===== config.mk =====
export PLATFORM = sky130hd
export DESIGN_NAME = status_led_pattern_sequencer
export DESIGN_NICKNAME = d
export VERILOG_FILES = /design/src/hw/rtl/slps_pkg.sv /design/src/hw/rtl/status_led_pattern_sequencer.sv
export SDC_FILE = /design/constraint.sdc
export NUM_CORES = 1
export LEC_CHECK = 0
export ABC_AREA = 1
export BUFFER_PORTS_ARGS = -buffer_cell sky130_fd_sc_hd__buf_2
export CAP_MARGIN = 0
export CELL_PAD_IN_SITES_DETAIL_PLACEMENT = 1
export CELL_PAD_IN_SITES_GLOBAL_PLACEMENT = 1
export CORE_UTILIZATION = 51
export CTS_BUF_LIST = sky130_fd_sc_hd__clkbuf_8
export CTS_CLUSTER_DIAMETER = 200
export DETAILED_ROUTE_END_ITERATION = 12
export PLACE_DENSITY = 0.94
export SYNTH_ARGS = -nofsm -noshare
export SYNTH_HDL_FRONTEND = slang
export SYNTH_SLANG_ARGS = --single-unit

===== constraint.sdc =====
create_clock -name clk -period 5.05 [get_ports clk]
set_clock_uncertainty 0.05 [all_clocks]
set_input_delay 1.2625 -clock clk [delete_from_list [all_inputs] [get_ports clk]]
set_output_delay 1.2625 -clock clk [all_outputs]
set_load 0.02 [all_outputs]

===== src/hw/rtl/slps_pkg.sv =====
// shared types, codes and helpers for the status led pattern sequencer
package slps_pkg;

    localparam int TIMER_BITS = 16;
    localparam int CFG_W      = 16;
    localparam int NUM_REGS   = 7;
    localparam int CFG_IDX_W  = 3;

    typedef logic [1:0]            mode_t;
    typedef logic [2:0]            dev_state_t;
    typedef logic [2:0]            pattern_t;
    typedef logic [1:0]            phase_t;
    typedef logic [TIMER_BITS-1:0] timer_t;
    typedef logic [CFG_W-1:0]      cfg_word_t;
    typedef logic [CFG_IDX_W-1:0]  cfg_idx_t;

    localparam mode_t MODE_TICK  = 2'd0;
    localparam mode_t MODE_SET   = 2'd1;
    localparam mode_t MODE_ERROR = 2'd2;
    localparam mode_t MODE_FAST  = 2'd3;

    localparam dev_state_t ST_BOOT      = 3'd0;
    localparam dev_state_t ST_IDLE      = 3'd1;
    localparam dev_state_t ST_CALIBRATE = 3'd2;
    localparam dev_state_t ST_SESSION   = 3'd3;
    localparam dev_state_t ST_ERROR     = 3'd4;

    localparam pattern_t PAT_OFF    = 3'd0;
    localparam pattern_t PAT_SOLID  = 3'd1;
    localparam pattern_t PAT_FAST   = 3'd2;
    localparam pattern_t PAT_SLOW   = 3'd3;
    localparam pattern_t PAT_PULSE  = 3'd4;
    localparam pattern_t PAT_DOUBLE = 3'd5;

    // double flash steps
    localparam phase_t FL_LEAD   = 2'd0;
    localparam phase_t FL_FIRST  = 2'd1;
    localparam phase_t FL_GAP    = 2'd2;
    localparam phase_t FL_SECOND = 2'd3;

    localparam cfg_idx_t REG_FAST_HALF   = 3'd0;
    localparam cfg_idx_t REG_SLOW_HALF   = 3'd1;
    localparam cfg_idx_t REG_PULSE_HALF  = 3'd2;
    localparam cfg_idx_t REG_FLASH_ON    = 3'd3;
    localparam cfg_idx_t REG_FLASH_GAP   = 3'd4;
    localparam cfg_idx_t REG_ERROR_PAUSE = 3'd5;
    localparam cfg_idx_t REG_ERROR_START = 3'd6;

    localparam cfg_word_t CFG_RESET [NUM_REGS] = '{
        16'd100, 16'd300, 16'd1000, 16'd150, 16'd400, 16'd2000, 16'd100
    };

    localparam logic [32:0] TIMER_MAX = (33'd1 << TIMER_BITS) - 33'd1;

    // zero becomes one, anything above the countdown range saturates
    function automatic timer_t arm_delay(input cfg_word_t d);
        logic [32:0] w;
        w = {{(33-CFG_W){1'b0}}, d};
        if (w == 33'd0)
        begin
            w = 33'd1;
        end
        if (w > TIMER_MAX)
        begin
            w = TIMER_MAX;
        end
        return w[TIMER_BITS-1:0];
    endfunction

    function automatic pattern_t state_pattern(input dev_state_t s);
        pattern_t p;
        unique case (s) inside
            ST_BOOT, ST_CALIBRATE: p = PAT_FAST;
            ST_IDLE:               p = PAT_PULSE;
            ST_SESSION:            p = PAT_SOLID;
            ST_ERROR:              p = PAT_DOUBLE;
            default:               p = PAT_OFF;
        endcase
        return p;
    endfunction

endpackage


===== src/hw/rtl/status_led_pattern_sequencer.sv =====
// status led pattern sequencer: input register, state update and result register
// path: input register, then state update, then result register, which raises out_valid
// throughput: one transaction per cycle unless out_stall holds a result; the update is
//   a single pass of narrow logic between the input register and the result register
// reset: stored state boot, fast blink armed at 100 ms, led dark, config registers
//   at their defaults, no transactions in flight
module status_led_pattern_sequencer (
    input  logic                 clk,
    input  logic                 rst_n,
    input  logic                 in_valid,
    output logic                 in_stall,
    input  slps_pkg::mode_t      mode,
    input  slps_pkg::dev_state_t new_state,
    output logic                 out_valid,
    input  logic                 out_stall,
    output logic                 led_on,
    output slps_pkg::pattern_t   pattern,
    input  logic                 cfg_write_en,
    input  slps_pkg::cfg_idx_t   cfg_index,
    input  slps_pkg::cfg_word_t  cfg_data
);
    import slps_pkg::*;

    cfg_word_t  cfg_reg [NUM_REGS];

    logic       s1_valid_reg;
    mode_t      s1_mode_reg;
    dev_state_t s1_state_reg;

    dev_state_t stored_state_reg, stored_state_next;
    pattern_t   active_pattern_reg, active_pattern_next;
    phase_t     flash_phase_reg, flash_phase_next;
    logic       led_level_reg, led_level_next;
    timer_t     countdown_reg, countdown_next;
    logic       timer_armed_reg, timer_armed_next;

    logic       out_valid_reg;
    logic       out_led_reg;
    pattern_t   out_pattern_reg;

    logic       advance;
    logic       do_start;
    pattern_t   start_pat;

    assign advance  = s1_valid_reg && (!out_valid_reg || !out_stall);
    assign in_stall = s1_valid_reg && !advance;

    // configuration registers, out-of-range index ignored
    always_ff @(posedge clk or negedge rst_n)
    begin
        if (!rst_n)
        begin
            for (int i = 0; i < NUM_REGS; i++)
            begin
                cfg_reg[i] <= CFG_RESET[i];
            end
        end
        else if (cfg_write_en && (int'(cfg_index) < NUM_REGS))
        begin
            cfg_reg[cfg_index] <= cfg_data;
        end
    end

    // input register
    always_ff @(posedge clk or negedge rst_n)
    begin
        if (!rst_n)
        begin
            s1_valid_reg <= 1'b0;
        end
        else if (!in_stall)
        begin
            s1_valid_reg <= in_valid;
        end
    end

    always_ff @(posedge clk)
    begin
        if (in_valid && !in_stall)
        begin
            s1_mode_reg  <= mode;
            s1_state_reg <= new_state;
        end
    end

    // sequencer update for the transaction in the input register
    always_comb
    begin
        stored_state_next   = stored_state_reg;
        active_pattern_next = active_pattern_reg;
        flash_phase_next    = flash_phase_reg;
        led_level_next      = led_level_reg;
        countdown_next      = countdown_reg;
        timer_armed_next    = timer_armed_reg;
        do_start            = 1'b0;
        start_pat           = PAT_OFF;

        unique case (s1_mode_reg)
            MODE_TICK:
            begin
                if (timer_armed_reg)
                begin
                    if (countdown_reg <= timer_t'(1))
                    begin
                        countdown_next   = '0;
                        timer_armed_next = 1'b0;
                        case (active_pattern_reg)
                            PAT_SOLID:
                            begin
                                led_level_next = 1'b1;
                            end
                            PAT_FAST:
                            begin
                                led_level_next   = !led_level_reg;
                                countdown_next   = arm_delay(cfg_reg[REG_FAST_HALF]);
                                timer_armed_next = 1'b1;
                            end
                            PAT_SLOW:
                            begin
                                led_level_next   = !led_level_reg;
                                countdown_next   = arm_delay(cfg_reg[REG_SLOW_HALF]);
                                timer_armed_next = 1'b1;
                            end
                            PAT_PULSE:
                            begin
                                led_level_next   = !led_level_reg;
                                countdown_next   = arm_delay(cfg_reg[REG_PULSE_HALF]);
                                timer_armed_next = 1'b1;
                            end
                            PAT_DOUBLE:
                            begin
                                timer_armed_next = 1'b1;
                                flash_phase_next = flash_phase_reg + phase_t'(1);
                                case (flash_phase_reg) inside
                                    FL_LEAD, FL_GAP:
                                    begin
                                        led_level_next = 1'b1;
                                        countdown_next = arm_delay(cfg_reg[REG_FLASH_ON]);
                                    end
                                    FL_FIRST:
                                    begin
                                        led_level_next = 1'b0;
                                        countdown_next = arm_delay(cfg_reg[REG_FLASH_GAP]);
                                    end
                                    default:
                                    begin
                                        led_level_next = 1'b0;
                                        countdown_next = arm_delay(cfg_reg[REG_ERROR_PAUSE]);
                                    end
                                endcase
                            end
                            default:
                            begin
                                led_level_next = 1'b0;
                            end
                        endcase
                    end
                    else
                    begin
                        countdown_next = countdown_reg - timer_t'(1);
                    end
                end
            end
            MODE_SET:
            begin
                if (s1_state_reg != stored_state_reg)
                begin
                    stored_state_next = s1_state_reg;
                    do_start          = 1'b1;
                    start_pat         = state_pattern(s1_state_reg);
                end
            end
            MODE_ERROR:
            begin
                stored_state_next = ST_ERROR;
                do_start          = 1'b1;
                start_pat         = PAT_DOUBLE;
            end
            default:
            begin
                do_start  = 1'b1;
                start_pat = PAT_FAST;
            end
        endcase

        // every pattern starts from the first flash phase, and dark except solid
        if (do_start)
        begin
            active_pattern_next = start_pat;
            flash_phase_next    = FL_LEAD;
            led_level_next      = 1'b0;
            timer_armed_next    = 1'b1;
            case (start_pat)
                PAT_SOLID:
                begin
                    led_level_next   = 1'b1;
                    timer_armed_next = 1'b0;
                end
                PAT_FAST:   countdown_next = arm_delay(cfg_reg[REG_FAST_HALF]);
                PAT_SLOW:   countdown_next = arm_delay(cfg_reg[REG_SLOW_HALF]);
                PAT_PULSE:  countdown_next = arm_delay(cfg_reg[REG_PULSE_HALF]);
                PAT_DOUBLE: countdown_next = arm_delay(cfg_reg[REG_ERROR_START]);
                default:
                begin
                    active_pattern_next = PAT_OFF;
                    timer_armed_next    = 1'b0;
                end
            endcase
        end
    end

    always_ff @(posedge clk or negedge rst_n)
    begin
        if (!rst_n)
        begin
            stored_state_reg   <= ST_BOOT;
            active_pattern_reg <= PAT_FAST;
            flash_phase_reg    <= FL_LEAD;
            led_level_reg      <= 1'b0;
            countdown_reg      <= arm_delay(CFG_RESET[REG_FAST_HALF]);
            timer_armed_reg    <= 1'b1;
        end
        else if (advance)
        begin
            stored_state_reg   <= stored_state_next;
            active_pattern_reg <= active_pattern_next;
            flash_phase_reg    <= flash_phase_next;
            led_level_reg      <= led_level_next;
            countdown_reg      <= countdown_next;
            timer_armed_reg    <= timer_armed_next;
        end
    end

    // result register
    always_ff @(posedge clk or negedge rst_n)
    begin
        if (!rst_n)
        begin
            out_valid_reg <= 1'b0;
        end
        else if (advance)
        begin
            out_valid_reg <= 1'b1;
        end
        else if (!out_stall)
        begin
            out_valid_reg <= 1'b0;
        end
    end

    always_ff @(posedge clk)
    begin
        if (advance)
        begin
            out_led_reg     <= led_level_next;
            out_pattern_reg <= active_pattern_next;
        end
    end

    assign out_valid = out_valid_reg;
    assign led_on    = out_led_reg;
    assign pattern   = out_pattern_reg;

    // solid and off never run the timer
    assert property (@(posedge clk) disable iff (!rst_n)
        (active_pattern_reg == PAT_SOLID || active_pattern_reg == PAT_OFF)
        |-> !timer_armed_reg)
        else $error("timer armed in a static pattern");

    // an armed countdown never sits at zero
    assert property (@(posedge clk) disable iff (!rst_n)
        timer_armed_reg |-> (countdown_reg != '0))
        else $error("armed countdown at zero");

    // a transaction leaving the input register shows up as a result next cycle
    assert property (@(posedge clk) disable iff (!rst_n)
        advance |=> out_valid_reg)
        else $error("result lost after update");

    // solid pattern always lights the led
    assert property (@(posedge clk) disable iff (!rst_n)
        (active_pattern_reg == PAT_SOLID) |-> led_level_reg)
        else $error("solid pattern with led dark");

endmodule


# After elaboration in Yosys (flattened, before gate mapping)
# Index checks and enable logic that the tools add are counted.
[classes] n_reduce_logical=35 n_eq_ne=21 addsub=2 magnitude_cmp=14 n_mux=94 bitwise_logic=1
[op_table] cell="$mux 33" count=37
[op_table] cell="$mux 16" count=24
[op_table] cell="$gt 33x16->1 const B" count=10
[op_table] cell="$pmux 16 s4" count=2
[op_table] cell="$bwmux 112" count=1
[op_table] cell="$logic_not 16->1" count=7
[op_table] cell="$demux 16 s3" count=1
[op_table] cell="$eq 3x2->1 const B" count=6
[op_table] cell="$le 16x1->1 const B" count=1
[op_table] cell="$sub 16x1->16 const B" count=1
[op_table] cell="$eq 3x3->1 const B" count=5
[op_table] cell="$mux 1" count=15
[op_table] cell="$mux 3" count=4
[op_table] cell="$pmux 3 s4" count=1
[op_table] cell="$mux 2" count=5
[op_table] cell="$reduce_bool 2->1" count=5
[op_table] cell="$eq 3x1->1 const B" count=3
[op_table] cell="$pmux 3 s3" count=1
[op_table] cell="$reduce_or 4->1" count=2
[op_table] cell="$pmux 3 s2" count=1
[op_table] cell="$logic_and 1x1->1" count=5
[op_table] cell="$logic_not 1->1" count=5
[op_table] cell="$reduce_and 5->1" count=1
[op_table] cell="$reduce_or 5->1" count=1
[op_table] cell="19 further kinds" count=23
[totals] input_bits=29 word_cells=186 regBits=149 output_inout_bits=6

# Logic depth before layout (Yosys ltp)
[logic_depth] ltp_word=18 ltp_mapped=15 mapped_depth_nobuf=14

# Worst setup path before layout
# No wires, ideal clock.
[synth_timing] path_type="input to output" from="input out_stall" to="output in_stall" path_stages=2 arrival_time_ns=1.653 required_ns=3.738 path_buffers=0 setup_slack_ns=2.085 path_cell_list="nand2_1 -> nor2_1"
[synth_between] elab_chain_len=5
[synth_lines] element="start, declared" line_no="status_led_pattern_sequencer.sv:15" source="input logic out_stall,"
[synth_lines] element="$logic_not 1->1"
[synth_lines] element="$logic_or 1x1->1" line_no="status_led_pattern_sequencer.sv:45" source="assign advance = s1_valid_reg && (!out_valid_reg || !out_stall);"
[synth_lines] element="$logic_and 1x1->1" line_no="status_led_pattern_sequencer.sv:45"
[synth_lines] element="$logic_not 1->1" line_no="status_led_pattern_sequencer.sv:46" source="assign in_stall = s1_valid_reg && !advance;"
[synth_lines] element="$logic_and 1x1->1" line_no="status_led_pattern_sequencer.sv:46"
[synth_lines] element="end, declared" line_no="status_led_pattern_sequencer.sv:11" source="output logic in_stall,"
# No other way between the ends.

# Final worst setup path
# Same ends and word-level chain as after synthesis.

==> flow_summary.ini <==
[run_status]
status = completed

[synthesis]
synth_fp_nets = 1173
syn-cell-area_um2 = 8190
yosysMostFrequentCell = nand2_1
synth_ff_type = dfrtp_1
synth-edff-count = 9
synthDominantCellAreaShare_pct = 32.4
yosys-top-cells-area = dfrtp_1 (32%), nand2_1 (16%), dfstp_2 (11%), o21ai_0 (9.5%), nor2_1 (8.0%)
async_reset_ff_share_pct = 94.0
ys_top_cells_by_count = nand2_1 (354), nor2_1 (175), o21ai_0 (156), dfrtp_1 (106), inv_1 (85)
synth-seq-area-share_pct = 46.6
syn_avg_cell_area_um2 = 7.19
synth-seq-cells = 149
synthCells = 1139
yosysWarnings = 0
synth_area_leader_cell = dfrtp_1
yosysUniqueCellTypes = 37

[floorplanning]
die_h_um = 129
die_x_um = 129
die_area_um2 = 16600
core_um2 = 15400
start_util_pct = 53.1
ios = 35
std_cell_rows = 45

[global_routing]
grt_pass1_wl_mm = 43.8
grt_pass1_vias = 8171
antenna_found_initial = 0
grt_max_degree = 118
grt.total_usage_pct = 34.9
grt_overflow = 0

[clock_tree]
cts_buffer_depth = 2
numCtsBuffers = 17
cts_resized = 0
clock_latency_ns = 0.49
ctsHoldBuffers = 0
clock_sinks = 149
cts.clk_slew.worst_paths_ns = 0.09
root_buffer = clkbuf_8
htreeDepth = 4
cts_tree = built
postCtsSetupRepairBufs = 0

[cells_and_area]
area_delta_synth_final_pct = 8.57
fin_util_pct = 57.6
fillCellCount = 2082
final_area_um2 = 8890
largest_reg_flops = 112
antenna-diode-count = 0
nets = 1189
drive_gt1_share_pct = 11.2
instances_no_fill = 1379

[placement]
post-place-ws_ns = 1.86
dp_hpwl_mm = 18.3
numPortBuffers = 34
place_area_um2 = 8480
place_inst = 1347
gp_congestion = 0.910

[critical_path]
endpoint_kind = output port
critical_path_class = in -> out
cp-start-kind = input port
cp_slowest_cell = buf_2
max_stage_delay_ns = 0.19
cp_max_fo = 3
r2r_slack_ns = 2.12
cp_cell_sequence = buf_2 > nand2_1 > nor2_1 > buf_2
cp_common_cell = buf_2
cp.arrival_ns = 1.77
cp.required_ns = 3.74

[timing]
setup_viol = 0
min_period_ns = 3.09
setup-tns-final_ns = 0
setup_ws_ns = 1.96
fmax_ghz = 0.324
rsz0062_at_grt = no
slew_violations = 0
max_slew.worst_pin.slew_ns = 1.25
max-slew-margin-rel_pct = 16.2
hold_slack_ns = 0.450
min_period_over_period_pct = 61.1
hold_viol = 0

[power_and_ir_drop]
powerDensity_nw_per_um2 = 466
internal_power_mw = 2.36
p_leak_nw = 4.22
clock_power_share_pct = 24.3
seqPwrFrac_pct = 42.8
power_mw = 4.14
p_switching_mw = 1.79
comb_power_share_pct = 33.0
swShare_pct = 43.1
vdd_ir_drop_max_v = 0.000241

[routing]
detail-route-antenna-nets = 0
post_drt_via_cell_ratio = 5.71
routed_wl_mm = 26.5
first_pass_iters = 5
drc = 0
first_iter_violations = 617
wl_per_cell_um = 19.3
num_vias = 7880

[flow_run]
cap_violations = 0

[min_path]
hold_path_class = reg -> reg
==> cell families after synthesis <==
logic type	Yosys count	synth area share (%)
AOI/OAI and AO/OA	204	13.0
xor gates and xnor gates	10	1.07
adders and majority gates	5	0.764
buffers and inverters	131	6.52
DFF	149	46.6
and+or+nand+nor	640	32.1
==> worst paths after layout <==
check	startpoint	endpoint	cells after the start
max	out_stall	in_stall	4
min	cfg_reg[19]$_DFFE_PN0P_	cfg_reg[19]$_DFFE_PN0P_	2
max reg2reg	flash_phase_reg[0]$_DFFE_PN0P_	countdown_reg[3]$_DFFE_PN0P_	10
min reg2reg	cfg_reg[19]$_DFFE_PN0P_	cfg_reg[19]$_DFFE_PN0P_	2
max in group asynchronous	rst_n	countdown_reg[6]$_DFFE_PN1P_	2
min in group asynchronous	rst_n	flash_phase_reg[1]$_DFFE_PN0P_	1
==> final cells by class <==
type                       instances  area, um2  area share, %
multi-input combinational        859       3840           43.2
sequential                       149       3820           42.9
inverter                          89        339           3.81
tap                              211        264           2.97
clock buffer                      17        234           2.63
timing repair buffer              39        214           2.41
clock inverter                    15        183           2.05
==> layer usage <==
metal | vias to the layer above | track usage, % | wire length (um)
met2 | 239 | 57.7 | 12700
met1 | 3895 | 46.0 | 11700
met5 | - | 0 | 0
met4 | 0 | 12.5 | 679
li1 | 3692 | - | -
met3 | 54 | 6.57 | 1450
==> critical path: cells and delay by family <==
kind / cells / cell delay [ns]
AND/OR/NAND/NOR: 2 / 0.24
buffers and inverters: 2 / 0.27
==> power groups by stage <==
stage          combinational [mW]  clock, mW  sequential [mW]
5_1_grt                      1.55       1.05             1.81
3_5_place_dp                 1.32          0             1.78
6_report                     1.37       1.01             1.77
2_1_floorplan               0.963          0             1.70
4_1_cts                      1.36       1.01             1.76
3_3_place_gp                 1.25          0             1.76
==> placed cells by master, fill, tap and decap left out, types with 4 or more instances in the layout <==
cell type / n
dfstp_2: 34
nor2_1: 174
o21ai_0: 156
or2_2: 4
nand4_1: 5
nor2_2: 7
dfrtp_1: 106
buf_4: 5
buf_2: 33
inv_8: 7
nand2_1: 354
xor2_1: 6
clkbuf_8: 17
inv_1: 85
xnor2_1: 4
nand3_1: 81
a21oi_1: 35
inv_6: 4
ha_1: 5
edfxtp_1: 9
o211ai_1: 8
(Power assumes the default switching activity.)
